[src/modbus_tcp_frame_parser_assert.svh]
// Assertion macros for the Modbus TCP frame parser.
`ifndef MODBUS_TCP_FRAME_PARSER_ASSERT_SVH
`define MODBUS_TCP_FRAME_PARSER_ASSERT_SVH

// The consequent must hold in the same cycle as the antecedent.
`define MBTCP_ASSERT_SAME(label, clk, rst_n, ante, cons) \
    label: assert property (@(posedge clk) disable iff (!rst_n) (ante) |-> (cons)) \
        else $error("modbus tcp frame parser: same-cycle check failed");

// The consequent must hold in the cycle after the antecedent.
`define MBTCP_ASSERT_NEXT(label, clk, rst_n, ante, cons) \
    label: assert property (@(posedge clk) disable iff (!rst_n) (ante) |=> (cons)) \
        else $error("modbus tcp frame parser: next-cycle check failed");

`endif

[src/mbtcp_pkg.sv]
// Types and constants of the Modbus TCP frame parser.
package mbtcp_pkg;

    // Kind of result item.
    typedef enum logic [1:0] {
        EV_FRAME     = 2'd0,
        EV_PROTO_OFF = 2'd1,
        EV_BAD_LEN   = 2'd2
    } event_t;

    localparam int unsigned HDR_BYTES    = 7;
    localparam int unsigned PREFIX_BYTES = 6;
    localparam int unsigned MIN_LEN      = 2;
    localparam int unsigned MAX_LEN      = 255;
    localparam logic [7:0]  EXC_BIT      = 8'h80;
    localparam logic [7:0]  FC_MASK      = 8'h7f;

    localparam int unsigned POS_W = 9;

    // One result item.
    typedef struct packed {
        logic                report_unit_and_protocol;
        logic [7:0]          exception_code;
        logic                report_exception;
        logic                report_request;
        logic [7:0]          unit_id;
        logic [7:0]          function_code;
        logic [15:0]         transaction_id;
        logic                frame_direction;
        event_t              event_res;
    } result_t;

endpackage

[src/modbus_tcp_frame_parser.sv]
// Modbus TCP frame parser: per-direction MBAP header tracking and frame reports.
//
// The parser takes one TCP payload byte per transfer, tagged with its direction and a
// segment-start flag, and follows each direction's position inside its Modbus TCP frame.
// A byte is held in the input register and is parsed on its way into the result register,
// so it sustains one byte per cycle while the input is not stalled. A report or event
// is registered as its byte leaves the input register, if the result register is free by
// then. A byte that has no result to deliver moves on even while a result waits. The input
// stalls only when the byte in the input register has a result and the result register
// holds one that is not being taken. A nonzero protocol id turns the parser off for both
// directions, and a length outside 2..255 stalls that direction, until the next reset.
module modbus_tcp_frame_parser
(
    input  logic        clk,
    input  logic        rst_n,
    input  logic        s_tvalid,
    output logic        s_tready,
    input  logic [7:0]  s_tdata,   // [7:0] data_byte
    input  logic [1:0]  s_tuser,   // [0] direction, [1] segment_start
    output logic        m_tvalid,
    input  logic        m_tready,
    // [15:0] transaction_id, [23:16] function_code, [31:24] unit_id, [32] report_request,
    // [33] report_exception, [41:34] exception_code, [42] report_unit_and_protocol,
    // [47:43] zero
    output logic [47:0] m_tdata,
    output logic [2:0]  m_tuser    // [1:0] event_res, [2] frame_direction
);

    localparam int unsigned PW = mbtcp_pkg::POS_W;

    // Input register.
    logic       in_valid_reg;
    logic [7:0] in_byte_reg;
    logic       in_dir_reg;
    logic       in_seg_reg;

    // Per-direction state.
    logic [PW-1:0] pos_reg     [2];
    logic [15:0]   tid_reg     [2];
    logic          proto_reg   [2];
    logic [15:0]   len_reg     [2];
    logic [7:0]    unit_reg    [2];
    logic [7:0]    func_reg    [2];
    logic [7:0]    exc_reg     [2];
    logic [1:0]    seg_cnt_reg [2];
    logic          stalled_reg [2];
    logic          parser_off_reg;

    // Result register.
    logic               out_valid_reg;
    mbtcp_pkg::result_t out_reg;

    logic [PW-1:0] pos_cur;
    logic [PW-1:0] pos_next;
    logic [15:0]   tid_next;
    logic          proto_next;
    logic [15:0]   len_next;
    logic [7:0]    unit_next;
    logic [7:0]    func_next;
    logic [7:0]    exc_next;
    logic [1:0]    seg_cnt_next;
    logic          active;
    logic          at_hdr;
    logic          proto_fail;
    logic          len_fail;
    logic          frame_end;
    logic          produces;
    logic          is_exc;
    logic          out_free;
    logic          take_in;
    logic          out_load;
    mbtcp_pkg::result_t res;

    assign out_free = !out_valid_reg || m_tready;
    assign take_in  = in_valid_reg && (out_free || !produces);
    assign out_load = take_in && produces;
    assign s_tready = !in_valid_reg || take_in;

    always_comb
    begin
        pos_cur    = pos_reg[in_dir_reg];
        tid_next   = tid_reg[in_dir_reg];
        proto_next = proto_reg[in_dir_reg];
        len_next   = len_reg[in_dir_reg];
        unit_next  = unit_reg[in_dir_reg];
        func_next  = func_reg[in_dir_reg];
        exc_next   = exc_reg[in_dir_reg];

        seg_cnt_next = seg_cnt_reg[in_dir_reg];
        if (in_seg_reg && seg_cnt_next != 2'd2)
        begin
            seg_cnt_next = seg_cnt_next + 2'd1;
        end

        case (pos_cur)
            9'd0:
            begin
                tid_next   = {in_byte_reg, 8'h00};
                proto_next = 1'b0;
            end
            9'd1: tid_next   = {tid_next[15:8], in_byte_reg};
            9'd2: proto_next = (in_byte_reg != 8'h00);
            9'd3: proto_next = proto_next || (in_byte_reg != 8'h00);
            9'd4: len_next   = {in_byte_reg, 8'h00};
            9'd5: len_next   = {len_next[15:8], in_byte_reg};
            9'd6: unit_next  = in_byte_reg;
            9'd7: func_next  = in_byte_reg;
            9'd8: exc_next   = in_byte_reg;
            default: ;
        endcase

        active     = !parser_off_reg && !stalled_reg[in_dir_reg];
        at_hdr     = (pos_cur == PW'(mbtcp_pkg::HDR_BYTES - 1));
        proto_fail = active && at_hdr && proto_next;
        len_fail   = active && at_hdr && !proto_next
                     && (len_next < 16'(mbtcp_pkg::MIN_LEN)
                         || len_next > 16'(mbtcp_pkg::MAX_LEN));
        frame_end  = active && !proto_fail && !len_fail
                     && (pos_cur >= PW'(mbtcp_pkg::HDR_BYTES - 1))
                     && ({8'b0, pos_cur} + 17'd1
                         == 17'(mbtcp_pkg::PREFIX_BYTES) + {1'b0, len_next});
        produces   = proto_fail || len_fail || frame_end;
        pos_next   = frame_end ? '0 : pos_cur + PW'(1);

        is_exc = in_dir_reg && ((func_next & mbtcp_pkg::EXC_BIT) != 8'h00);

        res = '0;
        res.frame_direction = in_dir_reg;
        if (proto_fail)
        begin
            res.event_res = mbtcp_pkg::EV_PROTO_OFF;
        end
        else if (len_fail)
        begin
            res.event_res = mbtcp_pkg::EV_BAD_LEN;
        end
        else
        begin
            res.event_res        = mbtcp_pkg::EV_FRAME;
            res.transaction_id   = tid_next;
            res.function_code    = is_exc ? (func_next & mbtcp_pkg::FC_MASK) : func_next;
            res.unit_id          = unit_next;
            res.report_request   = !in_dir_reg;
            res.report_exception = is_exc;
            res.exception_code   = (is_exc && len_next >= 16'd3) ? exc_next : 8'h00;
            res.report_unit_and_protocol = (seg_cnt_next == 2'd1);
        end
    end

    always_ff @(posedge clk or negedge rst_n)
    begin
        if (!rst_n)
        begin
            in_valid_reg <= 1'b0;
        end
        else if (s_tready)
        begin
            in_valid_reg <= s_tvalid;
        end
    end

    always_ff @(posedge clk)
    begin
        if (s_tready && s_tvalid)
        begin
            in_byte_reg <= s_tdata;
            in_dir_reg  <= s_tuser[0];
            in_seg_reg  <= s_tuser[1];
        end
    end

    always_ff @(posedge clk or negedge rst_n)
    begin
        if (!rst_n)
        begin
            for (int i = 0; i < 2; i++)
            begin
                pos_reg[i]     <= '0;
                tid_reg[i]     <= '0;
                proto_reg[i]   <= 1'b0;
                len_reg[i]     <= '0;
                unit_reg[i]    <= '0;
                func_reg[i]    <= '0;
                exc_reg[i]     <= '0;
                seg_cnt_reg[i] <= '0;
                stalled_reg[i] <= 1'b0;
            end
            parser_off_reg <= 1'b0;
        end
        else if (take_in)
        begin
            seg_cnt_reg[in_dir_reg] <= seg_cnt_next;
            if (active)
            begin
                tid_reg[in_dir_reg]   <= tid_next;
                proto_reg[in_dir_reg] <= proto_next;
                len_reg[in_dir_reg]   <= len_next;
                unit_reg[in_dir_reg]  <= unit_next;
                func_reg[in_dir_reg]  <= func_next;
                exc_reg[in_dir_reg]   <= exc_next;
                if (!proto_fail && !len_fail)
                begin
                    pos_reg[in_dir_reg] <= pos_next;
                end
            end
            if (len_fail)
            begin
                stalled_reg[in_dir_reg] <= 1'b1;
            end
            if (proto_fail)
            begin
                parser_off_reg <= 1'b1;
            end
        end
    end

    always_ff @(posedge clk or negedge rst_n)
    begin
        if (!rst_n)
        begin
            out_valid_reg <= 1'b0;
        end
        else if (out_load)
        begin
            out_valid_reg <= 1'b1;
        end
        else if (m_tready)
        begin
            out_valid_reg <= 1'b0;
        end
    end

    always_ff @(posedge clk)
    begin
        if (out_load)
        begin
            out_reg <= res;
        end
    end

    assign m_tvalid = out_valid_reg;
    assign m_tuser  = {out_reg.frame_direction, out_reg.event_res};
    assign m_tdata  = {5'b0, out_reg.report_unit_and_protocol, out_reg.exception_code,
                       out_reg.report_exception, out_reg.report_request, out_reg.unit_id,
                       out_reg.function_code, out_reg.transaction_id};

`include "modbus_tcp_frame_parser_assert.svh"

    // Once the parser is off, no byte may produce another result.
    `MBTCP_ASSERT_SAME(a_off_silent, clk, rst_n, parser_off_reg, !out_load)
    // A frame never runs past the longest legal frame.
    `MBTCP_ASSERT_SAME(a_pos_bound, clk, rst_n, 1'b1,
                       (pos_reg[0] <= 9'd260) && (pos_reg[1] <= 9'd260))
    // Turning the parser off always comes with its event on the output.
    `MBTCP_ASSERT_SAME(a_off_event, clk, rst_n, $rose(parser_off_reg),
                       m_tvalid && (m_tuser[1:0] == 2'(mbtcp_pkg::EV_PROTO_OFF)))

endmodule
[config.mk]
export PLATFORM = sky130hd
export DESIGN_NAME = modbus_tcp_frame_parser
export DESIGN_NICKNAME = d
export VERILOG_FILES = /design/src/mbtcp_pkg.sv /design/src/modbus_tcp_frame_parser.sv
export VERILOG_INCLUDE_DIRS = /design/src /design/src/src
export SDC_FILE = /design/constraint.sdc
export NUM_CORES = 1
export LEC_CHECK = 0
export BUFFER_PORTS_ARGS = -buffer_cell sky130_fd_sc_hd__buf_2
export CAP_MARGIN = 40
export CORE_ASPECT_RATIO = 0.75
export CORE_UTILIZATION = 45
export DETAILED_ROUTE_END_ITERATION = 8
export PLACE_DENSITY = 0.62
export SYNTH_ARGS = -nofsm -noshare
export SYNTH_HDL_FRONTEND = slang
export SYNTH_SLANG_ARGS = --single-unit
export TNS_END_PERCENT = 50
[constraint.sdc]
create_clock -name clk -period 15.1 [get_ports clk]
set_clock_uncertainty 0.05 [all_clocks]
set_input_delay 3.775 -clock clk [delete_from_list [all_inputs] [get_ports clk]]
set_output_delay 3.775 -clock clk [all_outputs]
set_load 0.005 [all_outputs]
# == Yosys cells after proc, flatten, opt, wreduce, memory -nomap -nowiden ==
# Index checks and enable logic that the tools add are counted.
# totals
reg_bits,197
in_bits,14
output_inout_bits,53
elab_cells,157
# op_classes
addsub,4
magnitude_cmp,6
n_eq_ne,11
muxes,56
bitwise,3
reduce_logical,43
# op_table
operator,n
2-to-1 mux 16 bit,7
2-to-1 mux 8 bit,13
bitwise mux 32 bit,2
case mux 16 bit (2 select lines),2
bitwise mux 16 bit,3
2-to-1 mux 9 bit,5
equality test 9 x 3 -> 1 bit (second input constant),4
bitwise mux 18 bit,1
equality test 9 x 2 -> 1 bit (second input constant),2
adder 3 x 16 -> 17 bit (first input constant),1
equality test 10 x 17 -> 1 bit,1
logical AND 1 bit,17
demux 16 bit (select 1 bit),1
greater-or-equal comparator 16 x 2 -> 1 bit (second input constant),1
> comparator 16 x 8 -> 1 bit (second input constant),1
less-than comparator 16 x 2 -> 1 bit (second input constant),1
2-to-1 mux 2 bit,6
adder 9 x 1 -> 10 bit (second input constant),1
adder 9 x 1 -> 9 bit (second input constant),1
demux 9 bit (select 1 bit),1
equality test 9 x 1 -> 1 bit (second input constant),1
equality test 9 x 4 -> 1 bit (second input constant),1
greater-or-equal comparator 9 x 3 -> 1 bit (second input constant),1
logical NOT 1 bit,9
23 further kinds,40

# == Longest topological paths before layout ==
# depth
depth_word,19
depth_mapped,27
mapped_depth_nobuf,18

# == Worst setup path before layout ==
# No wires, ideal clock.
# synth_timing
kind,reg-to-output
start,register in_dir_reg
end,output s_tready
arrival_ns,6.227
t_required_ns,11.275
setup_slack_ns,5.048
stages_incl_launch_ff,25
n_path_buf,8
path_cell_list,edfxtp_1 -> buf_4 -> buf_2 -> buf_1 -> clkbuf_1 -> buf_1 -> clkbuf_1 -> buf_1 -> mux2i_1 -> ha_1 -> clkbuf_1 -> inv_1 -> a22oi_1 -> nand2_1 -> a22o_1 -> inv_1 -> ha_1 -> xnor3_1 -> nand3_1 -> nand4_1 -> nor4_4 -> o211ai_1 -> nor4_1 -> o21ai_0 -> or2_2
# synth_via
elab_chain_len,18
word_cells_on_any_way,48
classes_between,add/sub (2); order compare (3); eq/ne (6); mux (14); bitwise (1); reduce/logical (22)
# synth_rtl
item,line_no,text
start: declaration,modbus_tcp_frame_parser.sv:34,logic in_dir_reg;
start signal: assignment,modbus_tcp_frame_parser.sv:167,in_dir_reg <= s_tuser[0];
NOT 1 -> 2 bit (implied by the code) *,-,
"parallel branches: the longest is 12 deep, another holds adder 3 x 16 -> 17 bit",-,
logical OR 1 bit *,modbus_tcp_frame_parser.sv:122,produces = proto_fail || len_fail || frame_end;
logical NOT 1 bit *,modbus_tcp_frame_parser.sv:75,assign take_in = in_valid_reg && (out_free || !produces);
logical OR 1 bit *,modbus_tcp_frame_parser.sv:75,
logical AND 1 bit *,modbus_tcp_frame_parser.sv:75,
logical OR 1 bit *,modbus_tcp_frame_parser.sv:77,assign s_tready = !in_valid_reg || take_in;
end: declaration,modbus_tcp_frame_parser.sv:17,"output logic s_tready,"
# Mark *: on every way between the ends. The select of a mux whose other input is x is not followed.

# == Worst setup path after layout ==
# Ends and elaborated chain as after synthesis.

==> run metrics <==
WHS=0.451 ns; global-route wire length before repair=45500 um; highest clock frequency the design can meet=0.0968 GHz; count of different cell masters after synthesis=84; arrival time at the worst endpoint=6.51 ns; # H-tree levels=4; final layout net count=1080; Relative slew margins=41.2%; number of placement rows=49; static leakage=0.00527 uW; number of clock sinks=197; CTS tree=done; post-CTS setup repair buffer count=0; full die area=25100 um2; total overflow reported by the global router=0; Pre-antenna DRT Iters=5; result of the run=finished clean; cell count of the worst hold path=1; starting utilization of the core area=45.8%; fraction of the yosys area taken by sequential cells=47.4%; Post-route DRC=0; maximum net fanout on the critical path=43; Seq cells post-synth=197; worst-path cell chain=buf_4 -> buf_4 -> mux2i_1 -> ha_1 -> inv_1 -> a22oi_1 -> nand2_1 -> a22o_1 -> inv_1 -> ha_1 -> xnor3_1 -> nand3_1 -> nand4_1 -> nor4_4 -> o211ai_1 -> nor4_1 -> o21ai_0 -> or2_2 -> buf_2; diode insertion count for antenna repair=0; count of vias placed by the detailed router=8400; routability congestion estimate from global placement=0.902; YS warnings=0; Worst Tran Pin Value=0.882 ns; Reg clk slew, reported paths=0.07 ns; number of buffers inserted during clock tree synthesis=17; total negative setup slack=0 ns; Hold Path Class=reg -> reg; critical-path cell with the highest stage delay=sky130_fd_sc_hd__nor4_1; number of I/O port buffers=61; post-detail-place hpwl=18900 um; fin crit period=10.33 ns; category of the worst setup path capture point=output port; Cells after Synth=1020; number of DRC markers after the initial detailed-route iteration=824; number of placed instances with taps included=1372; remaining number of nets flagged by the antenna check after routing=0; via count of the first global-routing pass=7935; RSZ-0062 raised after global routing=false; Data required, critical path=11.28 ns; largest net degree at the start of global routing=73; area added between synthesis and finish=10.8%; Gates resized, CTS repair=0; average footprint of a synthesized cell=10.8 um2; Post-CTS Hold Fix Bufs=0; vertical die dimension=137 um; Peak VDD IR=0.0970 mV; flip-flop count of the largest register, all copies and words added=43; count of placed standard cells in the final layout, fillers left out=1404; top_reg_cell synth=sky130_fd_sc_hd__dfrtp_1; Final Max Tran Viols=0; PwrDens=183 nW/um2; routed length per instance=20.4 um; ys async rst share=71.6%; Final Hold Vio Count=0; total of max-cap violations=0; type of the worst setup path=reg -> out; number of top-level pins=67; sort of element at the start of the critical path=register; die outline width=182 um; initial antenna violation count=1; global router's overall resource usage=23.7%; number of enable flip-flop cells after synthesis=56; cell area after synthesis=11000 um2; total wire length=28700 um; worst reg-to-reg path cell count=19; core footprint=24000 um2; overall power=2230 uW; count of fill cells added during filler insertion=2159; period utilization=68.4%; clock root buffer=sky130_fd_sc_hd__clkbuf_16; drt via density=5.98; maximum clock path buffer count=2; worst skew pair latency=0.44 ns; fraction of final layout cells sized beyond drive strength 1=22.6%; final setup vio count=0; Slowest Stage Delay on Critical Path=0.62 ns
## logic make-up (layout without fill, tap and decap cells)
| kind of cell | count (synthesis) | after routing | synth area share, % |
|---|---|---|---|
| flip-flops | 197 | 197 | 47.4 |
| AND/OR/NAND/NOR | 309 | 309 | 14.0 |
| XOR/XNOR | 21 | 21 | 1.80 |
| adder cells (fa/ha/maj) | 6 | 6 | 0.683 |
| other | 1 | 5 | 0.0341 |
| buffers and inverters | 79 | 128 | 3.55 |
| AO/OA/AOI/OAI | 272 | 272 | 18.1 |
| multiplexers | 135 | 135 | 14.4 |
## cells in the final DEF, fill, tap and decap left out, drive strengths merged, types with 5 or more instances in the layout
cell type / synthesis / final
dfrtp: 141 / 141
nand2: 111 / 111
mux2: 92 / 92
buf: 32 / 86
nor2: 66 / 66
edfxtp: 56 / 56
o21ai: 53 / 53
mux2i: 43 / 43
a21oi: 39 / 39
a22o: 32 / 32
a21o: 22 / 22
clkbuf: 37 / 22
nor2b: 21 / 21
a211oi: 20 / 20
nand3: 17 / 17
nor3: 16 / 16
nor4: 16 / 16
a22oi: 14 / 14
o21bai: 12 / 12
inv: 10 / 12
o22ai: 11 / 11
nand4: 11 / 11
xnor2: 11 / 11
xor2: 9 / 9
a31o: 9 / 9
or2: 8 / 8
o211ai: 8 / 8
and3: 8 / 8
o31ai: 8 / 8
o32a: 8 / 8
clkinv: 0 / 7
nand2b: 6 / 6
or3: 6 / 6
ha: 6 / 6
nor3b: 5 / 5
and2: 5 / 5
conb: 1 / 5
a31oi: 5 / 5
## cell type report
class,instances,area [um2],area share (%)
inverter,10,37.5,0.308
sequential,197,5210,42.8
clock inverter,10,68.8,0.565
multi-input combinational,748,5430,44.6
tap,331,414,3.40
timing repair buffer,86,512,4.20
clock buffer,22,495,4.07
## layer usage
metal	up-vias	part of all wire [%]	global-route usage, %
li1	3885	-	-
met1	4199	50	35.8
met2	293	43	34.7
met3	23	6.6	4.63
met4	0	1.1	5.42
met5	-	0	0
## worst max-delay path, delay by kind of cell (launching register included)
kind / cells / cell delay [ns]
and+or+nand+nor: 6 / 1.67
DFF: 1 / 0.36
AOI/OAI and AO/OA: 4 / 1.22
xor gates and xnor gates: 1 / 0.45
adders and majority gates: 2 / 0.68
buffers and inverters: 5 / 1.27
muxes: 1 / 0.39
## final timing paths
path	to	from	slack (ns)
max reg2reg	m_tdata[0]	in_dir_reg	8.18
min reg2reg	stalled_reg[1]	stalled_reg[1]	0.45
min in group asynchronous	len_reg[15]	rst_n	3.30
max in group asynchronous	exc_reg[6]	rst_n	10.65
min	stalled_reg[1]	stalled_reg[1]	0.45
max	s_tready	in_dir_reg	4.77
## per-stage QoR
stage | utilization [%] | setup WS, ns | instance area [um2]
global placement | 48.1 | 5.55 | 11500
detailed placement | 48.4 | 5.31 | 11600
floorplan | - | 5.05 | 11000
global route | 50.8 | 4.41 | 12200
finish | 50.8 | 4.77 | 12200
CTS | 50.8 | 4.83 | 12200
## where the power goes
group / total, uW / switching, uW / internal (uW)
clock network: 439 / 205 / 234
logic: 944 / 502 / 442
registers: 849 / 123 / 725
## cell usage after synthesis, types with 9 or more instances
| cell type | instances | area share, % |
|---|---|---|
| sky130_fd_sc_hd__a21o_1 | 21 | 1.4 |
| sky130_fd_sc_hd__nand3_1 | 17 | 0.77 |
| sky130_fd_sc_hd__dfrtp_1 | 141 | 32 |
| sky130_fd_sc_hd__buf_2 | 9 | 0.41 |
| sky130_fd_sc_hd__o21ai_0 | 46 | 2.1 |
| sky130_fd_sc_hd__nor2_1 | 66 | 2.3 |
| sky130_fd_sc_hd__mux2_2 | 54 | 5.5 |
| sky130_fd_sc_hd__o22ai_1 | 11 | 0.63 |
| sky130_fd_sc_hd__nand2_1 | 111 | 3.8 |
| sky130_fd_sc_hd__mux2i_1 | 43 | 3.9 |
| sky130_fd_sc_hd__a211oi_1 | 19 | 1.3 |
| sky130_fd_sc_hd__mux2_4 | 32 | 4.4 |
| sky130_fd_sc_hd__a21oi_1 | 36 | 1.6 |
| sky130_fd_sc_hd__a22o_1 | 31 | 2.5 |
| sky130_fd_sc_hd__nand4_1 | 11 | 0.63 |
| sky130_fd_sc_hd__edfxtp_1 | 56 | 15 |
| sky130_fd_sc_hd__inv_1 | 10 | 0.34 |
| sky130_fd_sc_hd__o21bai_1 | 12 | 0.82 |
| sky130_fd_sc_hd__clkbuf_1 | 37 | 1.3 |
| sky130_fd_sc_hd__nor4_1 | 11 | 0.63 |
| sky130_fd_sc_hd__nor2b_1 | 21 | 1.2 |
| sky130_fd_sc_hd__xnor2_1 | 11 | 0.88 |
| sky130_fd_sc_hd__xor2_1 | 9 | 0.72 |
| sky130_fd_sc_hd__a22oi_1 | 12 | 0.82 |
| sky130_fd_sc_hd__nor3_1 | 16 | 0.73 |
No activity file was read; power rests on OpenSTA's default activity.
